==> src/rtl/ttcs_pkg.sv <==
package ttcs_pkg;

    // Input kinds carried in s_tuser.
    localparam logic [1:0] KIND_PUT   = 2'd0;
    localparam logic [1:0] KIND_CLEAR = 2'd1;
    localparam logic [1:0] KIND_READ  = 2'd2;

    // Character codes with a meaning of their own.
    localparam logic [7:0] CHAR_BACKSPACE = 8'h08;
    localparam logic [7:0] CHAR_NEWLINE   = 8'h0A;
    localparam logic [7:0] CHAR_SPACE     = 8'h20;

    // Attribute that the screen holds after reset, and color reset values.
    localparam logic [7:0] RESET_ATTR = 8'h07;
    localparam logic [3:0] RESET_FG   = 4'd7;
    localparam logic [3:0] RESET_BG   = 4'd0;

    // Field widths of the stream payloads.
    localparam int KIND_W    = 2;
    localparam int CHAR_W    = 8;
    localparam int IN_ROW_W  = 5;
    localparam int IN_COL_W  = 7;
    localparam int S_DATA_W  = 24;
    localparam int M_DATA_W  = 32;
    localparam int CELL_W    = 16;

    // Configuration register indexes.
    localparam int CFG_IDX_W  = 4;
    localparam int CFG_DATA_W = 4;
    localparam logic [CFG_IDX_W-1:0] CFG_FG_COLOR = 4'd0;
    localparam logic [CFG_IDX_W-1:0] CFG_BG_COLOR = 4'd1;

    // Modes of the store sweep engine.
    localparam logic [1:0] SWEEP_INIT   = 2'd0;
    localparam logic [1:0] SWEEP_CLEAR  = 2'd1;
    localparam logic [1:0] SWEEP_SCROLL = 2'd2;

    typedef struct packed {
        logic       in_load;
        logic       put;
        logic       bs_write;
        logic       next_row;
        logic       home;
        logic       sweep_start;
        logic [1:0] sweep_mode;
        logic       read_issue;
        logic       cell_capture;
        logic       out_load;
    } ttcs_cmd_t;

    typedef struct packed {
        logic [1:0] kind;
        logic       is_bs;
        logic       is_nl;
        logic       col_last;
        logic       row_last;
        logic       sweep_busy;
        logic       out_free;
    } ttcs_status_t;

endpackage

==> src/rtl/ttcs_ctrl.sv <==
module ttcs_ctrl
    import ttcs_pkg::*;
    (
        input  logic         aclk,
        input  logic         aresetn,
        input  logic         s_tvalid,
        output logic         s_tready,
        input  ttcs_status_t status,
        output ttcs_cmd_t    cmd
    );

    localparam logic [3:0] ST_INIT_START = 4'd0;
    localparam logic [3:0] ST_INIT_WAIT  = 4'd1;
    localparam logic [3:0] ST_IDLE       = 4'd2;
    localparam logic [3:0] ST_EXEC       = 4'd3;
    localparam logic [3:0] ST_BS_WRITE   = 4'd4;
    localparam logic [3:0] ST_NEXT_ROW   = 4'd5;
    localparam logic [3:0] ST_SWEEP_WAIT = 4'd6;
    localparam logic [3:0] ST_READ_CAP   = 4'd7;
    localparam logic [3:0] ST_DONE       = 4'd8;

    logic [3:0] state_reg;
    logic [3:0] state_next;

    assign s_tready = (state_reg == ST_IDLE);

    always_comb begin
        state_next = state_reg;
        cmd = '0;
        case (state_reg)
            ST_INIT_START: begin
                cmd.sweep_start = 1'b1;
                cmd.sweep_mode  = SWEEP_INIT;
                state_next      = ST_INIT_WAIT;
            end
            ST_INIT_WAIT: begin
                if (!status.sweep_busy) begin
                    state_next = ST_IDLE;
                end
            end
            ST_IDLE: begin
                if (s_tvalid) begin
                    cmd.in_load = 1'b1;
                    state_next  = ST_EXEC;
                end
            end
            ST_EXEC: begin
                case (status.kind)
                    KIND_PUT: begin
                        cmd.put = 1'b1;
                        if (status.is_bs) begin
                            state_next = ST_BS_WRITE;
                        end else if (status.is_nl || status.col_last) begin
                            state_next = ST_NEXT_ROW;
                        end else begin
                            state_next = ST_DONE;
                        end
                    end
                    KIND_CLEAR: begin
                        cmd.home        = 1'b1;
                        cmd.sweep_start = 1'b1;
                        cmd.sweep_mode  = SWEEP_CLEAR;
                        state_next      = ST_SWEEP_WAIT;
                    end
                    KIND_READ: begin
                        cmd.read_issue = 1'b1;
                        state_next     = ST_READ_CAP;
                    end
                    default: begin
                        state_next = ST_DONE;
                    end
                endcase
            end
            ST_BS_WRITE: begin
                cmd.bs_write = 1'b1;
                state_next   = ST_DONE;
            end
            ST_NEXT_ROW: begin
                cmd.next_row = 1'b1;
                if (status.row_last) begin
                    cmd.sweep_start = 1'b1;
                    cmd.sweep_mode  = SWEEP_SCROLL;
                    state_next      = ST_SWEEP_WAIT;
                end else begin
                    state_next = ST_DONE;
                end
            end
            ST_SWEEP_WAIT: begin
                if (!status.sweep_busy) begin
                    state_next = ST_DONE;
                end
            end
            ST_READ_CAP: begin
                cmd.cell_capture = 1'b1;
                state_next       = ST_DONE;
            end
            ST_DONE: begin
                if (status.out_free) begin
                    cmd.out_load = 1'b1;
                    state_next   = ST_IDLE;
                end
            end
            default: begin
                state_next = ST_IDLE;
            end
        endcase
    end

    always_ff @(posedge aclk) begin
        if (!aresetn) begin
            state_reg <= ST_INIT_START;
        end else begin
            state_reg <= state_next;
        end
    end

endmodule

==> config.mk <==
export PLATFORM = sky130hd
export DESIGN_NAME = ttcs_ctrl
export DESIGN_NICKNAME = d
export VERILOG_FILES = /design/src/rtl/ttcs_pkg.sv /design/src/rtl/ttcs_ctrl.sv
export SDC_FILE = /design/constraint.sdc
export NUM_CORES = 1
export LEC_CHECK = 0
export BUFFER_PORTS_ARGS = -buffer_cell sky130_fd_sc_hd__clkbuf_2
export CAP_MARGIN = 15
export CORE_AREA = 2 2 39 41
export DETAILED_ROUTE_END_ITERATION = 8
export DIE_AREA = 0 0 41 43
export GPL_ROUTABILITY_DRIVEN = 0
export PLACE_DENSITY_LB_ADDON = 0.1
export SYNTH_ARGS = -nofsm -noshare
export SYNTH_HDL_FRONTEND = slang
export SYNTH_SLANG_ARGS = --single-unit
==> constraint.sdc <==
create_clock -name aclk -period 1.65 [get_ports aclk]
set_input_delay 0.165 -clock aclk [delete_from_list [all_inputs] [get_ports aclk]]
set_output_delay 0.165 -clock aclk [all_outputs]
set_load 0.01 [all_outputs]
; ---- Word-level counts from Yosys, hierarchy flattened
; Cells that the tools add are included.
[totals]
register_bits = 4
ramBits = 0
mem_count = 0
mem_bits_ro = 0
inputBits = 11
output_inout_bits = 12
latch_bits = 0
elab_cells = 44
[classes]
bitwise_logic = 0
div_mod_pow = 0
eq_ne = 14
n_reduce_logical = 5
muxes = 24
n_shift = 0
n_lt_le_gt_ge = 0
add_sub_neg = 0
mul = 0
[ops]
columns = op, count
row1 = $mux 4, 8
row2 = $pmux 4 s8, 1
row3 = $eq 4x3->1 const B, 4
row4 = $mux 1, 12
row5 = $pmux 4 s3, 1
row6 = $pmux 3 s3, 1
row7 = $eq 4x2->1 const B, 2
row8 = $ne 2x2->1 const B, 4
row9 = $eq 4x1->1 const B, 1
row10 = $eq 4x4->1 const B, 1
row11 = $logic_not 4->1, 1
row12 = $reduce_and 4->1, 1
row13 = $mux 3, 1
row14 = $eq 2x1->1 const B, 1
row15 = $eq 2x2->1 const B, 1
row16 = $logic_not 2->1, 1
row17 = $reduce_or 2->1, 1
row18 = $logic_or 1x1->1, 1

; ---- Longest topological paths before layout
; Gate-level depths: netlist of run 1.
[logic_depth]
word_depth = 5
mapped_depth = 6
ltp_nobuf = 6

; ---- Worst setup path before layout of run 1
; No wires, ideal clock.
[synth_path]
path_type = register -> register
start = reg state_reg[0]
end = reg state_reg[0]
required_time_ps = 1532
setup_ps = 118
stages_incl_launch_ff = 6
t_arrival_ps = 1218
period_less_slack_ps = 1336
slack_ps = 314
n_path_buf = 1
cell_sequence = dfxtp_1 buf_6 or3b_1 or3_1 nand4_1 o21ai_1
[synth_via]
elab_chain_len = 3
elab_cells_between_ends = 16
classes_between = 12 x eq/ne / 1 x mux / 3 x reduce/logical
[synth_lines]
columns = item, line_no
row1 = "start, declared", ttcs_ctrl.sv:22  ; logic [3:0] state_reg;
row2 = "start signal, assigned", ttcs_ctrl.sv:113  ; state_reg <= state_next;
row3 = $eq 4x3->1 (tied with other cells), ttcs_ctrl.sv:30  ; case (state_reg)
row4 = $reduce_or 2->1 (no source line) or $ne 2x2->1 (tied branches), --
row5 = $pmux 4 s8 or $reduce_and 4->1 (tied branches), --
; Several ways; a longest one is shown, not always the timed one.
; A chain may end at the register's enable or synchronous reset.

==> results of run 1 <==
-- layer usage --
layer / wire length, µm / up-vias
li1: - / 352
met1: 666 / 296
met2: 721 / 13
met3: 54 / 0
met4: 0 / 0
met5: 0 / -
-- area by class of cell --
type	count	area, µm²
Clock buffer	3	22.5
Fill cell	141	643
Inverter	7	26.3
Multi-Input combinational cell	67	439
Sequential cell	4	85.1
Tap cell	16	20.0
Timing Repair Buffer	27	148
-- cells by family after synthesis --
group / synth area share
fa+ha+maj: 0.107
buf+inv: 0.118
simple gates: 0.401
flops: 0.137
compound gates: 0.236
-- cells in the mapped netlist, drive strengths merged, types with 4 or more instances --
library cell,instances,area [µm²]
a21oi,4,20.0
and2,4,25.0
buf,4,35.0
dfxtp,4,80.1
ha,5,62.6
inv,7,26.3
nand2,5,18.8
nor2,9,33.8
nor3,5,25.0
o21ai,7,35.0
-- what timing repair did --
item                       in CTS  in global routing
buffers inserted                0                  0
setup endpoints to repair       3                  7
gates resized for setup         1                  6
-- worst max-delay path by stage --
stage / from / to / slack (ns) / cells after the start
finish: state_reg[3]$_SDFFE_PN0P_ / cmd[4] / 0.13 / 5
detailed placement: state_reg[0]$_SDFFE_PN0P_ / state_reg[1]$_SDFFE_PN0P_ / 0.14 / 4
global placement: state_reg[0]$_SDFFE_PN0P_ / state_reg[1]$_SDFFE_PN0P_ / 0.18 / 4
floorplan: state_reg[0]$_SDFFE_PN0P_ / state_reg[0]$_SDFFE_PN0P_ / 0.31 / 5
global route: state_reg[3]$_SDFFE_PN0P_ / cmd[4] / 0.03 / 5
CTS: state_reg[1]$_SDFFE_PN0P_ / cmd[10] / 0.008 / 5
-- power breakdown --
part / internal, mW / total, mW / switching (mW) / leakage, nW
clock: 0.0813 / 0.120 / 0.0385 / 0.0138
combinational: 0.230 / 0.476 / 0.246 / 0.309
sequential: 0.127 / 0.187 / 0.0592 / 0.0343
total: 0.439 / 0.782 / 0.343 / 0.357
-- per-stage QoR --
step	instance area (µm²)	power [mW]	std cells	util	worst slack, ns
2_1_floorplan	583	0.510	84	-	0.314
3_3_place_gp	708	0.645	121	0.512	0.178
3_5_place_dp	708	0.648	121	0.512	0.143
4_1_cts	733	0.775	124	0.530	0.00770
5_1_grt	741	0.853	124	0.535	0.0298
6_report	741	0.782	124	0.535	0.131
==> flow_summary.json, run 1 <==
{
  "status": "finished, final reports clean",
  "area_growth_pct": 27.0,
  "grt_pass1_vias": 558,
  "fmax_mhz": 658,
  "synth_area_um2": 583,
  "io_pins": 23,
  "synth.net_count": 100,
  "rsz0062_at_grt": "false",
  "hp-class": "primary input to flip-flop",
  "place_hpwl_mm": 1.19,
  "cts-root-buf": "clkbuf_4",
  "dr.first_iter.drc_count": 9,
  "crit_fanout": 7,
  "grt_use_met1": 0.248,
  "ir_worst_vdd_v": 0.000468,
  "netlist_instances": 84,
  "worstHoldStart": "aresetn",
  "drt-pass1-iter-count": 4,
  "maxCapViolations": 0,
  "cts_buffer_depth": 2,
  "cts_hold_buffers": 0,
  "ys_ff_latch": 4,
  "fin_setup_tns_ns": 0,
  "cpLargestDelayFamily": "buffers and inverters",
  "slowest_delay_ns": 0.34,
  "cts_tree": "done",
  "async_reset_ff_frac": 0,
  "hold_ws_ns": 0.211,
  "synth_warnings": 0,
  "largest_register_ffs": 4,
  "final_cell_mix": "21 x clkbuf_2, 8 x nor2_1, 6 x inv_1",
  "fin_crit_ns": 1.52,
  "hold_violations": 0,
  "whs_path_depth": 2,
  "cp_cell_sequence": "buf_4 -> nand2b_1 -> buf_4 -> nor3_1 -> buf_2",
  "start_util": 0.421,
  "grt_max_degree": 16,
  "finalNetCount": 126,
  "maxSlewHeadroom": 0.803,
  "ant_nets": 0,
  "min_to": "state_reg[2]$_SDFFE_PN0P_",
  "wl_mm": 1.44,
  "grt_overflow": 0,
  "r2r_setup_slack_ns": 0.26,
  "wl_per_cell_um": 11.6,
  "pwr_density_cell_nw_per_um2": 1060,
  "timing.critical_path.slowest_stage_cell": "dfxtp_2",
  "dieHeight_um": 43,
  "die_area_um2": 1760,
  "dieWidth_um": 41,
  "viasPerCell": 5.33,
  "core_um2": 1380,
  "grt_pass1_wl_mm": 2.31,
  "cts_htree_levels": 1,
  "tightest_slew_ns": 0.291,
  "r2r-end": "state_reg[3]$_SDFFE_PN0P_",
  "port_buffers": 22,
  "grt_busiest_layer": "met2",
  "synth_edf_count": 0,
  "ys_seq_area_frac": 0.137,
  "clock-sinks": 4,
  "ys_types": 34,
  "reg2regPathDepth": 4,
  "numCtsBuffers": 3,
  "vias": 661,
  "antenna_found_initial": 0,
  "worst_setup_path_end_kind": "output port",
  "remaining_drc_errors": 0,
  "clkLatencyLatePin_ns": 0.23,
  "path_buf_inv": 3,
  "cp_data_arrival_time_ns": 1.35,
  "clock_skew_ns": 0.00576,
  "worst_r2r_startpoint": "state_reg[1]$_SDFFE_PN0P_",
  "path_class": "flip-flop to output port",
  "drv_slew": 0,
  "final_common_cell": "clkbuf_2",
  "clk_pin_slew_ns": 0.03,
  "required_ns": 1.48,
  "grt_usage": 0.187,
  "antennaDiodeCount": 0,
  "met3_usage": 0.0471,
  "fp-row-count": 14,
  "leakage_nw": 0.357,
  "layout-drive-gt1-share": 0.352,
  "crit_path_start_kind": "flip-flop",
  "grt_util_met2": 0.294,
  "critPathMostFrequentCell": "buf_4",
  "synth_flop_cell": "dfxtp_1",
  "syn_area_per_cell_um2": 6.94,
  "min_period_over_period": 0.921,
  "setup_viol": 0
}
Note: power is estimated with default switching activity, not from simulation.
==> inputs of run 2 (changes only) <==
- GPL_TIMING_DRIVEN: unset -> 0
- SLEW_MARGIN: unset -> 0
- clock period: 1.65 -> 1.9 ns (I/O delays scaled with it)
==> run 2 against run 1 <==
Net effect: critical path depth up 1; first-iteration DRC count grew to 2.8 times the previous value; utilization is 0.18 points higher; worst setup slack better by 0.015 ns; sequential power fell by 35%; critical path type unchanged; highest routed layer unchanged.
==> flow_summary.json, run 2 (same netlist as run 1, synthesis figures left out) <==
{
  "area_growth_pct": 27.5,
  "remaining_drc_errors": 0,
  "hold_violations": 0,
  "grt_pass1_wl_mm": 2.34,
  "r2r_setup_slack_ns": 0.44,
  "hp-class": "primary input to flip-flop",
  "slowest_delay_ns": 0.38,
  "ant_nets": 0,
  "stdcell_count": 125,
  "cp_data_arrival_time_ns": 1.56,
  "cts_tree": "done",
  "cts-root-buf": "clkbuf_4",
  "hold_ws_ns": 0.241,
  "grt_usage": 0.189,
  "leakage_nw": 0.357,
  "power.total_mw": 0.662,
  "io_pins": 23,
  "finalNetCount": 127,
  "start_util": 0.421,
  "fp-row-count": 14,
  "cts_buffer_depth": 2,
  "vias": 681,
  "final_common_cell": "clkbuf_2",
  "core_um2": 1380,
  "setup_viol": 0,
  "viasPerCell": 5.45,
  "fin_crit_ns": 1.75,
  "dieHeight_um": 43,
  "pwr_density_cell_nw_per_um2": 891,
  "rsz0062_at_grt": "true",
  "wl_mm": 1.44,
  "clk_pin_slew_ns": 0.04,
  "final_cell_mix": "22 x clkbuf_2, 8 x nor2_1, 6 x inv_1",
  "placedCellCount": 122,
  "antenna_found_initial": 0,
  "place_hpwl_mm": 1.17,
  "fin_setup_tns_ns": 0,
  "cpLargestDelayFamily": "simple AND/OR/NAND/NOR gates",
  "numCtsBuffers": 3,
  "tightest_slew_ns": 0.426,
  "ir_worst_vdd_v": 0.000669,
  "antennaDiodeCount": 0,
  "worst_setup_path_end_kind": "output port",
  "cts_hold_buffers": 0,
  "fillCellCount": 144,
  "dr.first_iter.drc_count": 25,
  "grt_max_degree": 11,
  "crit_fanout": 10,
  "dieWidth_um": 41,
  "largest_register_ffs": 4,
  "maxSlewHeadroom": 0.716,
  "drt-pass1-iter-count": 4,
  "grt_pass1_vias": 561,
  "path_class": "flip-flop to output port",
  "clock-sinks": 4,
  "layout-drive-gt1-share": 0.303,
  "timing.critical_path.slowest_stage_cell": "dfxtp_1",
  "maxCapViolations": 0,
  "min_period_over_period": 0.923,
  "clkLatencyLatePin_ns": 0.23,
  "port_buffers": 22,
  "grt_overflow": 0,
  "path_buf_inv": 3,
  "drv_slew": 0,
  "required_ns": 1.71,
  "wl_per_cell_um": 11.5,
  "cp_cell_sequence": "buf_2 -> nand2b_1 -> nor2_2 -> and2_1 -> buf_4 -> clkbuf_2",
  "status": "finished, final reports clean",
  "cts_htree_levels": 1,
  "die_area_um2": 1760,
  "fmax_mhz": 570,
  "clock_skew_ns": 0.00429,
  "crit_path_start_kind": "flip-flop"
}
[run 2: final cells by class]
class                      count  area (µm²)  share of cell area
buffer                         6        42.5              0.0572
timing repair buffer          22         110               0.148
clock buffer                   3        22.5              0.0303
tap                           16        20.0              0.0269
sequential                     4        80.1               0.108
inverter                       7        26.3              0.0354
multi-input combinational     67         442               0.594
[run 2: path summary, 6_finish.rpt]
check,start,endpoint,cells after the start
worst max register to register,state_reg[0]$_SDFFE_PN0P_,state_reg[0]$_SDFFE_PN0P_,5
worst min register to register,state_reg[3]$_SDFFE_PN0P_,state_reg[3]$_SDFFE_PN0P_,3
worst min-delay path,aresetn,state_reg[2]$_SDFFE_PN0P_,2
worst max-delay path,state_reg[1]$_SDFFE_PN0P_,cmd[6],6
[run 2: stage by stage]
| stage | worst slack, ns | area (µm²) | util |
|---|---|---|---|
| 2_1_floorplan | 0.540 | 583 | - |
| 3_3_place_gp | 0.379 | 713 | 0.515 |
| 3_5_place_dp | 0.366 | 713 | 0.515 |
| 4_1_cts | 0.109 | 736 | 0.532 |
| 5_1_grt | -0.00709 | 743 | 0.537 |
| 6_report | 0.146 | 743 | 0.537 |
[run 2: where the power goes]
group          internal (mW)  switching (mW)  leakage [nW]
Clock                 0.0704          0.0319        0.0138
Sequential             0.106          0.0164        0.0328
Combinational          0.187           0.251         0.311
[run 2: routing by layer]
| metal | GRT usage | vias up | part of all wire |
|---|---|---|---|
| li1 | - | 349 | - |
| met1 | 0.235 | 300 | 0.41 |
| met2 | 0.291 | 32 | 0.50 |
| met3 | 0.0995 | 0 | 0.087 |
| met4 | 0.0200 | 0 | 0 |
| met5 | 0 | - | 0 |
[run 2: what timing repair did]
action                                  4_1_cts  5_1_grt
endpoints found under the setup margin        0        1
resized for setup                             0        2
setup buffers                                 0        0
